$ cat src/rtl/triangle_scanline_fill_core_defines.svh
// ----------------------------------------------------------------------------
// Assertion macros for the triangle span generator
// ----------------------------------------------------------------------------
`ifndef TRIANGLE_SCANLINE_FILL_CORE_DEFINES_SVH
`define TRIANGLE_SCANLINE_FILL_CORE_DEFINES_SVH

// same-cycle implication, disabled in reset
`define TSF_ASSERT_IMP(lbl, clk, rst, ante, cons, msg) \
   lbl: assert property (@(posedge clk) disable iff (rst) (ante) |-> (cons)) \
      else $error(msg);

// next-cycle implication, disabled in reset
`define TSF_ASSERT_NEXT(lbl, clk, rst, ante, cons, msg) \
   lbl: assert property (@(posedge clk) disable iff (rst) (ante) |=> (cons)) \
      else $error(msg);

`endif

$ cat src/rtl/tsf_pkg.sv
// ----------------------------------------------------------------------------
// tsf_pkg
// Widths, codes and transfer types shared by the triangle span generator.
// ----------------------------------------------------------------------------
`timescale 1ns / 1ps
`default_nettype none

package tsf_pkg;

   localparam int COORD_BITS = 12;
   localparam int FRAC_BITS  = 16;
   localparam int COLOUR_W   = 32;

   // coordinate difference
   localparam int DIFF_W    = COORD_BITS + 1;
   // fixed-point edge position and slope
   localparam int POS_W     = COORD_BITS + FRAC_BITS + 1;
   // split-point product and its accumulated sum
   localparam int MUL_W     = 2 * DIFF_W;
   localparam int ACC_W     = MUL_W + 1;
   // divider dividend / quotient, wide enough for both uses
   localparam int DIV_NUM_W = (POS_W > ACC_W) ? POS_W : ACC_W;
   localparam int DIV_DEN_W = DIFF_W;

   typedef enum logic {
      ACT_START   = 1'b0,
      ACT_ADVANCE = 1'b1
   } tsf_action_type;

   typedef struct packed {
      tsf_action_type                action;
      logic signed [COORD_BITS-1:0]  ax;
      logic signed [COORD_BITS-1:0]  ay;
      logic signed [COORD_BITS-1:0]  bx;
      logic signed [COORD_BITS-1:0]  by;
      logic signed [COORD_BITS-1:0]  cx;
      logic signed [COORD_BITS-1:0]  cy;
      logic        [COLOUR_W-1:0]    fill_colour;
   } tsf_req_type;

   typedef struct packed {
      logic signed [COORD_BITS-1:0]  row;
      logic signed [COORD_BITS-1:0]  edge_a_x;
      logic signed [COORD_BITS-1:0]  edge_b_x;
      logic        [COLOUR_W-1:0]    span_colour;
      logic                          final_span;
   } tsf_rsp_type;

endpackage

`default_nettype wire

$ cat src/rtl/tsf_div.sv
// ----------------------------------------------------------------------------
// tsf_div
// Signed restoring divider, one quotient bit per cycle, truncates toward
// zero. A zero divisor gives a zero quotient.
// ----------------------------------------------------------------------------
`timescale 1ns / 1ps
`default_nettype none

module tsf_div
   import tsf_pkg::*;
(
   input  logic                        clock,
   input  logic                        reset,
   input  logic                        start,
   input  logic signed [DIV_NUM_W-1:0] dividend,
   input  logic signed [DIV_DEN_W-1:0] divisor,
   output logic                        done,
   output logic signed [DIV_NUM_W-1:0] quotient
);

   localparam int CNT_W = $clog2(DIV_NUM_W);

   logic                 busy_ff, busy_in;
   logic                 done_ff, done_in;
   logic [CNT_W-1:0]     cnt_ff, cnt_in;
   logic [DIV_DEN_W-1:0] rem_ff, rem_in;
   logic [DIV_DEN_W-1:0] den_ff, den_in;
   logic [DIV_NUM_W-1:0] quo_ff, quo_in;
   logic                 neg_ff, neg_in;
   logic                 zero_ff, zero_in;
   logic [DIV_DEN_W:0]   rem_sh;
   logic [DIV_DEN_W:0]   diff;
   logic                 last_step;

   assign rem_sh    = {rem_ff, quo_ff[DIV_NUM_W-1]};
   assign diff      = rem_sh - {1'b0, den_ff};
   assign last_step = (cnt_ff == CNT_W'(DIV_NUM_W - 1));

   always_comb begin
      busy_in = busy_ff;
      done_in = 1'b0;
      cnt_in  = cnt_ff;
      rem_in  = rem_ff;
      den_in  = den_ff;
      quo_in  = quo_ff;
      neg_in  = neg_ff;
      zero_in = zero_ff;
      if (start) begin
         busy_in = 1'b1;
         cnt_in  = '0;
         rem_in  = '0;
         quo_in  = dividend[DIV_NUM_W-1] ? DIV_NUM_W'(-dividend) : DIV_NUM_W'(dividend);
         den_in  = divisor[DIV_DEN_W-1] ? DIV_DEN_W'(-divisor) : DIV_DEN_W'(divisor);
         neg_in  = dividend[DIV_NUM_W-1] ^ divisor[DIV_DEN_W-1];
         zero_in = (divisor == '0);
      end else if (busy_ff) begin
         // remainder stays below the divisor, so it fits its width
         rem_in = diff[DIV_DEN_W] ? rem_sh[DIV_DEN_W-1:0] : diff[DIV_DEN_W-1:0];
         quo_in = {quo_ff[DIV_NUM_W-2:0], ~diff[DIV_DEN_W]};
         cnt_in = cnt_ff + CNT_W'(1);
         if (last_step) begin
            busy_in = 1'b0;
            done_in = 1'b1;
         end
      end
   end

   always_ff @(posedge clock) begin
      if (reset) begin
         busy_ff <= 1'b0;
         done_ff <= 1'b0;
      end else begin
         busy_ff <= busy_in;
         done_ff <= done_in;
      end
   end

   always_ff @(posedge clock) begin
      cnt_ff  <= cnt_in;
      rem_ff  <= rem_in;
      den_ff  <= den_in;
      quo_ff  <= quo_in;
      neg_ff  <= neg_in;
      zero_ff <= zero_in;
   end

   assign done     = done_ff;
   assign quotient = zero_ff ? '0 : (neg_ff ? $signed(-quo_ff) : $signed(quo_ff));

endmodule

`default_nettype wire

$ cat src/rtl/triangle_scanline_fill_core.sv
// ----------------------------------------------------------------------------
// triangle_scanline_fill_core
// Scanline triangle span generator: sorts the vertices, derives fixed-point
// edge slopes with a shared serial divider and walks the rows one span per
// advance transfer.
//
//   channel | direction | payload       | handshake
//   --------+-----------+---------------+-----------------------
//   req     | in        | tsf_req_type  | req_valid / req_stall
//   rsp     | out       | tsf_rsp_type  | rsp_valid / rsp_stall
//
// A start transfer is followed by a setup during which req_stall is high:
// two slope divisions for a triangle with a flat side, plus a split-point
// division for a general one, each of DIV_NUM_W (29) divider steps. Crossing
// the middle row repeats the slope setup. Once set up, one span per cycle;
// a held span in the output register stalls further advance transfers only
// while rsp_stall is high.
// Reset is synchronous and leaves the block idle with no triangle loaded.
// ----------------------------------------------------------------------------
`timescale 1ns / 1ps
`default_nettype none
`include "triangle_scanline_fill_core_defines.svh"

module triangle_scanline_fill_core
   import tsf_pkg::*;
(
   input  logic        clock,
   input  logic        reset,
   input  logic        req_valid,
   output logic        req_stall,
   input  tsf_req_type req_data,
   output logic        rsp_valid,
   input  logic        rsp_stall,
   output tsf_rsp_type rsp_data
);

   typedef enum logic [11:0] {
      ST_IDLE    = 12'b0000_0000_0001,
      ST_SORT    = 12'b0000_0000_0010,
      ST_PLAN    = 12'b0000_0000_0100,
      ST_MUL1    = 12'b0000_0000_1000,
      ST_MUL2    = 12'b0000_0001_0000,
      ST_SPLIT   = 12'b0000_0010_0000,
      ST_WAIT_S  = 12'b0000_0100_0000,
      ST_SLOPE_A = 12'b0000_1000_0000,
      ST_WAIT_A  = 12'b0001_0000_0000,
      ST_SLOPE_B = 12'b0010_0000_0000,
      ST_WAIT_B  = 12'b0100_0000_0000,
      ST_ACTIVE  = 12'b1000_0000_0000
   } tsf_state_type;

   typedef enum logic [1:0] {
      MODE_UPPER_ONLY  = 2'd0,
      MODE_LOWER_ONLY  = 2'd1,
      MODE_SPLIT_UPPER = 2'd2,
      MODE_SPLIT_LOWER = 2'd3
   } tsf_mode_type;

   tsf_state_type                state_ff, state_in;
   tsf_mode_type                 mode_ff, mode_in;
   logic                         last_part_ff, last_part_in;
   logic signed [COORD_BITS-1:0] vx_ff [3];
   logic signed [COORD_BITS-1:0] vx_in [3];
   logic signed [COORD_BITS-1:0] vy_ff [3];
   logic signed [COORD_BITS-1:0] vy_in [3];
   logic        [COLOUR_W-1:0]   colour_ff, colour_in;
   logic signed [COORD_BITS-1:0] split_x_ff, split_x_in;
   logic signed [ACC_W-1:0]      acc_ff, acc_in;
   logic signed [POS_W-1:0]      pos_a_ff, pos_a_in;
   logic signed [POS_W-1:0]      pos_b_ff, pos_b_in;
   logic signed [POS_W-1:0]      slope_a_ff, slope_a_in;
   logic signed [POS_W-1:0]      slope_b_ff, slope_b_in;
   logic signed [COORD_BITS-1:0] row_ff, row_in;
   logic signed [COORD_BITS-1:0] end_row_ff, end_row_in;
   logic                         row_down_ff, row_down_in;
   logic                         rsp_valid_ff, rsp_valid_in;
   tsf_rsp_type                  rsp_data_ff, rsp_data_in;

   // sorting network
   logic signed [COORD_BITS-1:0] srt_x [3];
   logic signed [COORD_BITS-1:0] srt_y [3];
   logic signed [COORD_BITS-1:0] tmp_x, tmp_y;

   // slope operand selection
   logic                         pick_b;
   logic signed [COORD_BITS-1:0] dx_m, dx_s, dy_m, dy_s;
   logic signed [COORD_BITS-1:0] start_x, start_row, stop_row;
   logic                         walk_down;
   logic signed [DIFF_W-1:0]     slope_dx, slope_dy;

   // split point and shared units
   logic                         mul_first;
   logic signed [DIFF_W-1:0]     mul_a, mul_b;
   logic signed [MUL_W-1:0]      mul_prod;
   logic signed [DIFF_W-1:0]     split_den;
   logic                         div_start, div_done;
   logic signed [DIV_NUM_W-1:0]  div_num, div_quo;
   logic signed [DIV_DEN_W-1:0]  div_den;

   logic                         req_fire, start_fire, span_fire, last_row;

   function automatic logic signed [COORD_BITS-1:0] pos_to_x(
      input logic signed [POS_W-1:0] p
   );
      logic adj;
      // shift rounds down; step back up for negative values with a fraction
      adj = p[POS_W-1] & (|p[FRAC_BITS-1:0]);
      return $signed(p[FRAC_BITS +: COORD_BITS] + COORD_BITS'(adj));
   endfunction

   assign req_stall  = !((state_ff == ST_IDLE) || (state_ff == ST_ACTIVE)) ||
                       (rsp_valid_ff && rsp_stall);
   assign req_fire   = req_valid && !req_stall;
   assign start_fire = req_fire && (req_data.action == ACT_START);
   assign span_fire  = req_fire && (req_data.action == ACT_ADVANCE) &&
                       (state_ff == ST_ACTIVE);
   assign last_row   = (row_ff == end_row_ff);

   // sort by y ascending, then swap ends so index 0 holds the largest y
   always_comb begin
      for (int i = 0; i < 3; i++) begin
         srt_x[i] = vx_ff[i];
         srt_y[i] = vy_ff[i];
      end
      tmp_x = '0;
      tmp_y = '0;
      if (srt_y[0] > srt_y[1]) begin
         tmp_x = srt_x[0]; srt_x[0] = srt_x[1]; srt_x[1] = tmp_x;
         tmp_y = srt_y[0]; srt_y[0] = srt_y[1]; srt_y[1] = tmp_y;
      end
      if (srt_y[1] > srt_y[2]) begin
         tmp_x = srt_x[1]; srt_x[1] = srt_x[2]; srt_x[2] = tmp_x;
         tmp_y = srt_y[1]; srt_y[1] = srt_y[2]; srt_y[2] = tmp_y;
         if (srt_y[0] > srt_y[1]) begin
            tmp_x = srt_x[0]; srt_x[0] = srt_x[1]; srt_x[1] = tmp_x;
            tmp_y = srt_y[0]; srt_y[0] = srt_y[1]; srt_y[1] = tmp_y;
         end
      end
   end

   // edge endpoints for the slope being set up; upper parts walk down from P0
   assign pick_b = (state_ff == ST_SLOPE_B);

   always_comb begin
      dx_m      = vx_ff[0];
      dx_s      = vx_ff[1];
      dy_m      = vy_ff[1];
      dy_s      = vy_ff[0];
      start_x   = vx_ff[0];
      start_row = vy_ff[0];
      stop_row  = vy_ff[1];
      walk_down = 1'b1;
      unique case (mode_ff)
         MODE_UPPER_ONLY: begin
            if (pick_b) begin
               dx_s = vx_ff[2];
               dy_m = vy_ff[2];
            end
         end
         MODE_SPLIT_UPPER: begin
            if (pick_b) begin
               dx_s = split_x_ff;
            end
         end
         MODE_LOWER_ONLY: begin
            dx_m      = vx_ff[2];
            dy_m      = vy_ff[2];
            dx_s      = pick_b ? vx_ff[1] : vx_ff[0];
            dy_s      = pick_b ? vy_ff[1] : vy_ff[0];
            start_x   = vx_ff[2];
            start_row = vy_ff[2];
            stop_row  = vy_ff[0];
            walk_down = 1'b0;
         end
         MODE_SPLIT_LOWER: begin
            dx_m      = vx_ff[2];
            dy_m      = vy_ff[2];
            dx_s      = pick_b ? split_x_ff : vx_ff[1];
            dy_s      = vy_ff[1];
            start_x   = vx_ff[2];
            start_row = vy_ff[2];
            stop_row  = vy_ff[1];
            walk_down = 1'b0;
         end
         default: ;
      endcase
   end

   assign slope_dx = DIFF_W'(dx_m) - DIFF_W'(dx_s);
   assign slope_dy = DIFF_W'(dy_m) - DIFF_W'(dy_s);

   // split x = (x0*(y2-y0) + (y1-y0)*(x2-x0)) / (y2-y0), one product a cycle
   assign mul_first = (state_ff == ST_MUL1);
   assign mul_a     = mul_first ? DIFF_W'(vx_ff[0]) : DIFF_W'(vx_ff[2]) - DIFF_W'(vx_ff[0]);
   assign mul_b     = mul_first ? DIFF_W'(vy_ff[2]) - DIFF_W'(vy_ff[0])
                                : DIFF_W'(vy_ff[1]) - DIFF_W'(vy_ff[0]);
   assign mul_prod  = mul_a * mul_b;
   assign split_den = DIFF_W'(vy_ff[2]) - DIFF_W'(vy_ff[0]);

   assign div_start = (state_ff == ST_SPLIT) || (state_ff == ST_SLOPE_A) ||
                      (state_ff == ST_SLOPE_B);
   assign div_num   = (state_ff == ST_SPLIT) ? DIV_NUM_W'(acc_ff)
                                             : (DIV_NUM_W'(slope_dx) <<< FRAC_BITS);
   assign div_den   = (state_ff == ST_SPLIT) ? split_den : slope_dy;

   tsf_div u_div (
      .clock    (clock),
      .reset    (reset),
      .start    (div_start),
      .dividend (div_num),
      .divisor  (div_den),
      .done     (div_done),
      .quotient (div_quo)
   );

   always_comb begin
      state_in     = state_ff;
      mode_in      = mode_ff;
      last_part_in = last_part_ff;
      vx_in        = vx_ff;
      vy_in        = vy_ff;
      colour_in    = colour_ff;
      split_x_in   = split_x_ff;
      acc_in       = acc_ff;
      pos_a_in     = pos_a_ff;
      pos_b_in     = pos_b_ff;
      slope_a_in   = slope_a_ff;
      slope_b_in   = slope_b_ff;
      row_in       = row_ff;
      end_row_in   = end_row_ff;
      row_down_in  = row_down_ff;
      rsp_valid_in = rsp_valid_ff && rsp_stall;
      rsp_data_in  = rsp_data_ff;

      unique case (state_ff)
         ST_IDLE: ;
         ST_SORT: begin
            for (int i = 0; i < 3; i++) begin
               vx_in[i] = srt_x[2-i];
               vy_in[i] = srt_y[2-i];
            end
            state_in = ST_PLAN;
         end
         ST_PLAN: begin
            if (vy_ff[1] == vy_ff[2]) begin
               mode_in      = MODE_UPPER_ONLY;
               last_part_in = 1'b1;
               state_in     = ST_SLOPE_A;
            end else if (vy_ff[0] == vy_ff[1]) begin
               mode_in      = MODE_LOWER_ONLY;
               last_part_in = 1'b1;
               state_in     = ST_SLOPE_A;
            end else begin
               mode_in      = MODE_SPLIT_UPPER;
               last_part_in = 1'b0;
               state_in     = ST_MUL1;
            end
         end
         ST_MUL1: begin
            acc_in   = ACC_W'(mul_prod);
            state_in = ST_MUL2;
         end
         ST_MUL2: begin
            acc_in   = acc_ff + ACC_W'(mul_prod);
            state_in = ST_SPLIT;
         end
         ST_SPLIT: state_in = ST_WAIT_S;
         ST_WAIT_S: begin
            if (div_done) begin
               split_x_in = $signed(div_quo[COORD_BITS-1:0]);
               state_in   = ST_SLOPE_A;
            end
         end
         ST_SLOPE_A: begin
            pos_a_in    = POS_W'(start_x) <<< FRAC_BITS;
            pos_b_in    = POS_W'(start_x) <<< FRAC_BITS;
            row_in      = start_row;
            end_row_in  = stop_row;
            row_down_in = walk_down;
            state_in    = ST_WAIT_A;
         end
         ST_WAIT_A: begin
            if (div_done) begin
               slope_a_in = $signed(div_quo[POS_W-1:0]);
               state_in   = ST_SLOPE_B;
            end
         end
         ST_SLOPE_B: state_in = ST_WAIT_B;
         ST_WAIT_B: begin
            if (div_done) begin
               slope_b_in = $signed(div_quo[POS_W-1:0]);
               state_in   = ST_ACTIVE;
            end
         end
         ST_ACTIVE: begin
            if (span_fire) begin
               rsp_valid_in            = 1'b1;
               rsp_data_in.row         = row_ff;
               rsp_data_in.edge_a_x    = pos_to_x(pos_a_ff);
               rsp_data_in.edge_b_x    = pos_to_x(pos_b_ff);
               rsp_data_in.span_colour = colour_ff;
               rsp_data_in.final_span  = last_row && last_part_ff;
               if (last_row) begin
                  if (!last_part_ff) begin
                     // middle row reached: set up the lower part
                     mode_in      = MODE_SPLIT_LOWER;
                     last_part_in = 1'b1;
                     state_in     = ST_SLOPE_A;
                  end else begin
                     state_in = ST_IDLE;
                  end
               end else begin
                  row_in   = row_down_ff ? row_ff - COORD_BITS'(1) : row_ff + COORD_BITS'(1);
                  pos_a_in = pos_a_ff + slope_a_ff;
                  pos_b_in = pos_b_ff + slope_b_ff;
               end
            end
         end
         default: state_in = ST_IDLE;
      endcase

      // a start transfer drops any triangle in progress
      if (start_fire) begin
         vx_in[0]  = req_data.ax;
         vy_in[0]  = req_data.ay;
         vx_in[1]  = req_data.bx;
         vy_in[1]  = req_data.by;
         vx_in[2]  = req_data.cx;
         vy_in[2]  = req_data.cy;
         colour_in = req_data.fill_colour;
         state_in  = ST_SORT;
      end
   end

   always_ff @(posedge clock) begin
      if (reset) begin
         state_ff     <= ST_IDLE;
         rsp_valid_ff <= 1'b0;
      end else begin
         state_ff     <= state_in;
         rsp_valid_ff <= rsp_valid_in;
      end
   end

   always_ff @(posedge clock) begin
      mode_ff      <= mode_in;
      last_part_ff <= last_part_in;
      vx_ff        <= vx_in;
      vy_ff        <= vy_in;
      colour_ff    <= colour_in;
      split_x_ff   <= split_x_in;
      acc_ff       <= acc_in;
      pos_a_ff     <= pos_a_in;
      pos_b_ff     <= pos_b_in;
      slope_a_ff   <= slope_a_in;
      slope_b_ff   <= slope_b_in;
      row_ff       <= row_in;
      end_row_ff   <= end_row_in;
      row_down_ff  <= row_down_in;
      rsp_data_ff  <= rsp_data_in;
   end

   assign rsp_valid = rsp_valid_ff;
   assign rsp_data  = rsp_data_ff;

   `TSF_ASSERT_NEXT(a_final_span_idles, clock, reset, span_fire && last_row && last_part_ff, state_ff == ST_IDLE, "final span did not return the sequencer to idle")
   `TSF_ASSERT_IMP(a_div_done_awaited, clock, reset, div_done, (state_ff == ST_WAIT_S) || (state_ff == ST_WAIT_A) || (state_ff == ST_WAIT_B), "divider finished outside a wait state")
   `TSF_ASSERT_IMP(a_span_slot_free, clock, reset, span_fire, !rsp_valid_ff || !rsp_stall, "span written over a held transfer")

endmodule

`default_nettype wire

$ cat config.mk
export PLATFORM = sky130hd
export DESIGN_NAME = triangle_scanline_fill_core
export DESIGN_NICKNAME = d
export VERILOG_FILES = /design/src/rtl/tsf_pkg.sv /design/src/rtl/tsf_div.sv /design/src/rtl/triangle_scanline_fill_core.sv
export VERILOG_INCLUDE_DIRS = /design/src /design/src/rtl
export SDC_FILE = /design/constraint.sdc
export NUM_CORES = 2
export LEC_CHECK = 0
export ABC_CLOCK_PERIOD_IN_PS = 17950
export BUFFER_PORTS_ARGS = -buffer_cell sky130_fd_sc_hd__buf_2
export CAP_MARGIN = 20
export CORE_MARGIN = 5
export CORE_UTILIZATION = 55
export CTS_BUF_LIST = sky130_fd_sc_hd__clkbuf_8
export DETAILED_ROUTE_END_ITERATION = 7
export HOLD_SLACK_MARGIN = 0.08
export PLACE_DENSITY = 0.73
export RECOVER_POWER = 100
export SYNTH_ARGS = -nofsm -noshare
export SYNTH_HDL_FRONTEND = slang
export SYNTH_HIERARCHICAL = 1
export SYNTH_SLANG_ARGS = --single-unit
$ cat constraint.sdc
create_clock -name clock -period 17.95 [get_ports clock]
set_clock_uncertainty 0.2 [all_clocks]
set_input_delay 0 -clock clock [delete_from_list [all_inputs] [get_ports clock]]
set_output_delay 0 -clock clock [all_outputs]
set_load 0.01 [all_outputs]
### Word-level counts from Yosys, hierarchy flattened

Cells that the tools add are included.

* $lt $le $gt $ge: 3
* multiplexer cells: 71
* bitwise operators: 7
* eq/ne operators: 33
* reduce and logical (&&, ||, !) cells: 35
* $mul: 1
* add/sub/neg operators: 17

Operator list (count)
* two-way mux 29 bit: 10
* two-way mux 36 bit: 6
* two-way mux 12 bit: 17
* case mux 12 bit (12 select lines): 1
* case mux 29 bit (2 select lines): 2
* two-way mux 24 bit: 4
* case mux 12 bit (2 select lines): 3
* subtractor 12 x 12 -> 13 bit: 5
* adder 29 bit: 2
* negator 29 bit: 2
* case mux 27 bit (2 select lines): 1
* two-way mux 13 bit: 4
* == test 12 bit: 3
* > comparator 12 bit: 3
* case mux 12 bit (3 select lines): 1
* OR reduction 16 bit: 2
* adder 27 x 26 -> 27 bit: 1
* multiplier 13 x 13 -> 26 bit: 1
* adder 12 x 1 -> 12 bit: 2
* two-way mux 8 bit: 3
* subtractor 14 x 13 -> 14 bit: 1
* logical NOT 13 bit: 1
* negator 13 bit: 1
* adder 12 x 2 -> 12 bit (second input constant): 1
* 39 further kinds: 90

* output and inout bits: 71
* bits in registers: 433
* bits of input ports: 109

### Depth between registers and ports, before layout

* depth after elaboration: 11
* gate-level depth with buffers: 41
* gate-level depth less buffers: 41

### By module

Netlist, hierarchy kept.

By module, submodules not included
* triangle_scanline_fill_core: area an instance 30523.0 µm², cells each 3103, times used 1
* tsf_div: area an instance 4692.0 µm², cells each 521, times used 1

### Least setup slack after synthesis

Ideal clock, no wire load.

* path kind: register to register
* from: register vy_ff[25] in the netlist's numbering
* to: register acc_ff[24] (data pin)
* clock period less this slack: 9.433 ns
* arrival time: 8.974 ns
* cell stages (with the launch flop): 39
* path buffers: 1
* setup time: 0.259 ns
* required time: 17.491 ns
* slack: 8.517 ns
* cell sequence: edfxtp_1 > inv_1 > ha_1 > nor2b_1 > o31a_1 > o41a_1 > o211a_1 > o21a_1 > nor3_1 > nor3_1 > nor3_1 > buf_2 > nand2b_1 > fa_1 > fa_1 > inv_1 > fa_1 > fa_1 > [3 not listed] > inv_1 > ha_1 > a21o_1 > a21oi_1 > nor4b_1 > a21oi_1 > a21o_1 > a21oi_1 > xnor2_1 > ha_1 > and3_1 > nor2b_1 > a31oi_1 > nand3_1 > a21o_1 > a21oi_1 > mux2i_1 > o31a_1

* word-level cells in the longest chain between the ends: 5

Ends and longest elaborated chain
* from (decl): RTL line triangle_scanline_fill_core.sv:64 `logic signed [COORD_BITS-1:0] vy_ff [3];`
* from (signal assigned): RTL line triangle_scanline_fill_core.sv:349 `vy_ff <= vy_in;`
* subtractor 12 x 12 -> 13 bit, on equally long branches: RTL line triangle_scanline_fill_core.sv:196, triangle_scanline_fill_core.sv:195
* two-way mux 13 bit *: RTL line triangle_scanline_fill_core.sv:195 `assign mul_b = mul_first ? DIFF_W'(vy_ff[2]) - DIFF_W'(vy_ff[0])`
* multiplier 13 x 13 -> 26 bit *: RTL line triangle_scanline_fill_core.sv:197 `assign mul_prod = mul_a * mul_b;`
* adder 27 x 26 -> 27 bit: RTL line triangle_scanline_fill_core.sv:264 `acc_in = acc_ff + ACC_W'(mul_prod);`
* case mux 27 bit (2 select lines) *: RTL line triangle_scanline_fill_core.sv:235 `unique case (state_ff)`
* named net acc_in[24]: RTL line triangle_scanline_fill_core.sv:68 `logic signed [ACC_W-1:0] acc_ff, acc_in;`
* to (signal assigned): RTL line triangle_scanline_fill_core.sv:352 `acc_ff <= acc_in;`
* to (decl): RTL line triangle_scanline_fill_core.sv:68

Mark *: on every way through the listed nets, which the timed path passes. The rest lies on a longest branch.
A chain may end at the register's enable or synchronous reset.

==> impl_metrics.sql <==
INSERT INTO impl_metrics (metric_group, metric, value, unit) VALUES
('setup_path', 'crit-reg2reg-launch', 'vy_ff[25]$_DFFE_PP_', ''),
('setup_path', 'worst_r2r_endpoint', 'vy_ff[17]$_DFFE_PP_', ''),
('sta', 'maxClockFrequency', '0.0908', 'GHz'),
('yosys', 'cell_area_after_synthesis', '0.0352', 'mm²'),
('floorplan', 'die-width', '263', 'µm'),
('layout', 'post_layout_nonfiller_instances', '4923', ''),
('yosys', 'post_synth_num_cell_types', '85', ''),
('floorplan', 'number_of_rows_created_at_floorplan', '92', ''),
('yosys', 'syn_area_per_cell', '9.72', 'µm²'),
('sta', 'finalWorstPathRequiredPeriod', '11.02', 'ns'),
('placed_design', 'place.detailed.hpwl', '73.1', 'mm'),
('detailed_routing', 'firstDrtPassIters', '8', ''),
('setup_path', 'critical_path.n_buffers_inverters', '4', ''),
('setup_path', 'timing.critical_path.fanout_max', '60', ''),
('detailed_routing', 'route.detailed.vias_per_inst', '5.96', ''),
('detailed_routing', 'drt-wirelength-per-cell', '20.6', 'µm'),
('floorplan', 'starting_density_of_the_core', '55.7', '%'),
('global_route', 'number_of_global_route_vias_before_repair', '29102', ''),
('placed_design', 'port-buffer-count', '179', ''),
('sta', 'hold_viol', '0', ''),
('global_route', 'grt_start_max_net_pins', '85', ''),
('sta', 'worstMarginPinSlew', '4.56', 'ns'),
('setup_path', 'critPathMaxStageDelay', '2.02', 'ns'),
('clock_network', 'post_cts.resized_instances', '0', ''),
('layout', 'finish.net_count', '4562', ''),
('detailed_routing', 'route.final.wire_length', '101', 'mm'),
('hold_path', 'hold_crit_path_type', 'in2reg', ''),
('clock_network', 'cts_buffer_depth', '3', ''),
('outcome', 'status', 'finished with violations', ''),
('global_route', 'antenna_found_initial', '5', ''),
('flow_run', 'timing.max_cap.violations', '20', ''),
('yosys', 'ys.flop_type', 'sky130_fd_sc_hd__edfxtp_1', ''),
('setup_path', 'cp_data_required_time', '18.16', 'ns'),
('placed_design', 'placed_cells_incl_taps', '4571', ''),
('detailed_routing', 'detailroute.via_count', '29317', ''),
('global_route', 'gr-usage-all-layers', '28.4', '%'),
('sta', 'finalSetupTns', '0', 'ns'),
('yosys', 'synth-seq-cells', '433', ''),
('setup_path', 'crit_cells', '19', ''),
('yosys', 'synth-warning-count', '6', ''),
('detailed_routing', 'postRouteAntennaNets', '0', ''),
('layout', 'drive_gt1_share', '7.54', '%'),
('hold_path', 'holdCritStartpoint', 'req_data[72]', ''),
('outcome', 'failing_checks', 'DRC, capacitance limit, slew limit', ''),
('clock_network', 'tritoncts', 'done', ''),
('layout', 'fin_util', '63.9', '%'),
('clock_network', 'path_clk_slew', '0.07', 'ns'),
('global_route', 'grt_first_pass_wirelength', '158', 'mm'),
('layout', 'most-common-layout-cells', 'sky130_fd_sc_hd__edfxtp_1, sky130_fd_sc_hd__nand2_1, sky130_fd_sc_hd__inv_1', ''),
('global_route', 'groute.layer.met2.usage', '45.9', '%'),
('clock_network', 'cts.root.buffer_cell', 'sky130_fd_sc_hd__clkbuf_8', ''),
('global_route', 'use_met1', '37.4', '%'),
('layout', 'layout-area-overhead-vs-synth', '14.6', '%'),
('placed_design', 'gp_routability_congestion', '1.02', ''),
('yosys', 'synth.area.top_cells', 'sky130_fd_sc_hd__edfxtp_1, sky130_fd_sc_hd__fa_1, sky130_fd_sc_hd__ha_1', ''),
('clock_network', 'cts-buffers-inserted', '79', ''),
('detailed_routing', 'iteration_0_drc_markers', '2948', ''),
('detailed_routing', 'drc_errors', '19', ''),
('clock_network', 'clk-insertion-delay-late', '0.69', 'ns'),
('yosys', 'share_of_the_synthesized_area_in_the_top_cell_type', '34.1', '%'),
('setup_path', 'timing.reg2reg.worst_path_depth', '19', ''),
('sta', 'timing.final.max_slew_violations', '835', ''),
('yosys', 'synth-async-reset-ratio', '0', '%'),
('floorplan', 'pin_count', '180', ''),
('floorplan', 'die_h', '263', 'µm'),
('clock_network', 'h-tree-depth', '3', ''),
('setup_path', 'timing.critical_path.to_type', 'register', ''),
('setup_path', 'worst_setup_path_start_kind', 'register', ''),
('yosys', 'synth_enable_flop_cells', '400', ''),
('setup_path', 'setup.worst_path.class', 'reg2reg', ''),
('sta', 'setup_viol', '0', '');
==> worst min-delay path, stage by stage <==
cell and delay [ns]:
sky130_fd_sc_hd__dlygate4sd3_1 0.53, sky130_fd_sc_hd__buf_2 0.12, sky130_fd_sc_hd__nor2_1 0.12, sky130_fd_sc_hd__a221oi_1 0.06
==> metrics by stage <==
stage / instance area [µm²] / hold WS (ns) / worst slack, ns
final: 40400 / 0.118 / 6.93
after floorplan: 35200 / -0.128 / 8.52
after global routing: 40400 / 0.138 / 6.55
after CTS: 40700 / 0.0846 / 7.67
after detailed placement: 37100 / -0.0218 / 7.69
after global placement: 37100 / -0.0238 / 7.93
==> sequential cells by signal (all words and copies together) (netlist names), 5 cells and up <==
name and count:
end_row_ff 12, u_div/cnt_ff 5, slope_a_ff 29, u_div/quo_ff 29, vx_ff 36, u_div/rem_ff 13
row_ff 12, state_ff 12, colour_ff 32, rsp_data 69, split_x_ff 12, pos_a_ff 29
acc_ff 27, u_div/den_ff 13, vy_ff 36, pos_b_ff 29, slope_b_ff 29
==> routing by layer <==
metal | vias to the layer above | wire length (µm)
met5 | - | 48
met4 | 4 | 4740
met3 | 356 | 9780
met2 | 1384 | 46100
met1 | 13934 | 40700
li1 | 13639 | -
==> logic make-up (layout without fill, tap and decap cells) <==
group | Yosys count | in the layout | synth area share, %
AND/OR/NAND/NOR | 1112 | 1112 | 15.0
AO/OA/AOI/OAI | 827 | 827 | 15.0
adder cells (fa/ha/maj) | 440 | 440 | 19.3
flip-flops | 433 | 433 | 36.0
buffers and inverters | 432 | 880 | 4.75
XOR/XNOR | 264 | 264 | 6.59
multiplexers | 116 | 116 | 3.41
other | 0 | 5 | 0
==> Yosys cell counts (all sizes together) (83+ instances only) <==
master,n
a21oi,221
clkbuf,90
edfxtp,400
fa,173
ha,267
inv,310
mux2i,83
nand2,369
nor2,316
o21ai,252
xnor2,147
xor2,117
==> cell type report <==
cell class / count / area (µm²)
clock buffers: 80 / 1100
well taps: 846 / 1060
clock inverters: 60 / 434
diodes: 5 / 12.5
multi-input cells: 2759 / 20800
inverters: 310 / 1160
flip-flops and latches: 433 / 12700
repair buffers: 430 / 3130
fillers: 5111 / 22800
==> worst min path at each step <==
stage | endpoint | slack, ns | depth (start not counted)
final | vx_ff[16]$_DFFE_PP_ | 0.12 | 4
after global routing | vx_ff[16]$_DFFE_PP_ | 0.14 | 4
after CTS | vx_ff[19]$_DFFE_PP_ | 0.08 | 4
after detailed placement | colour_ff[21]$_DFFE_PP_ | -0.02 | 1
after global placement | colour_ff[18]$_DFFE_PP_ | -0.02 | 1
after floorplan | u_div/busy_ff$_SDFF_PP0_ | -0.13 | 1
==> timing repair <==
action / 4_1_cts / 5_1_grt
hold endpoints to repair: 144 / 0
buffers inserted: 0 / 0
hold buffers: 205 / 0
endpoints found under the setup margin: 0 / 0
Power is left out: the tool's default activity adds up to more than one toggle a clock period on the data nets, which glitch-free logic cannot reach.
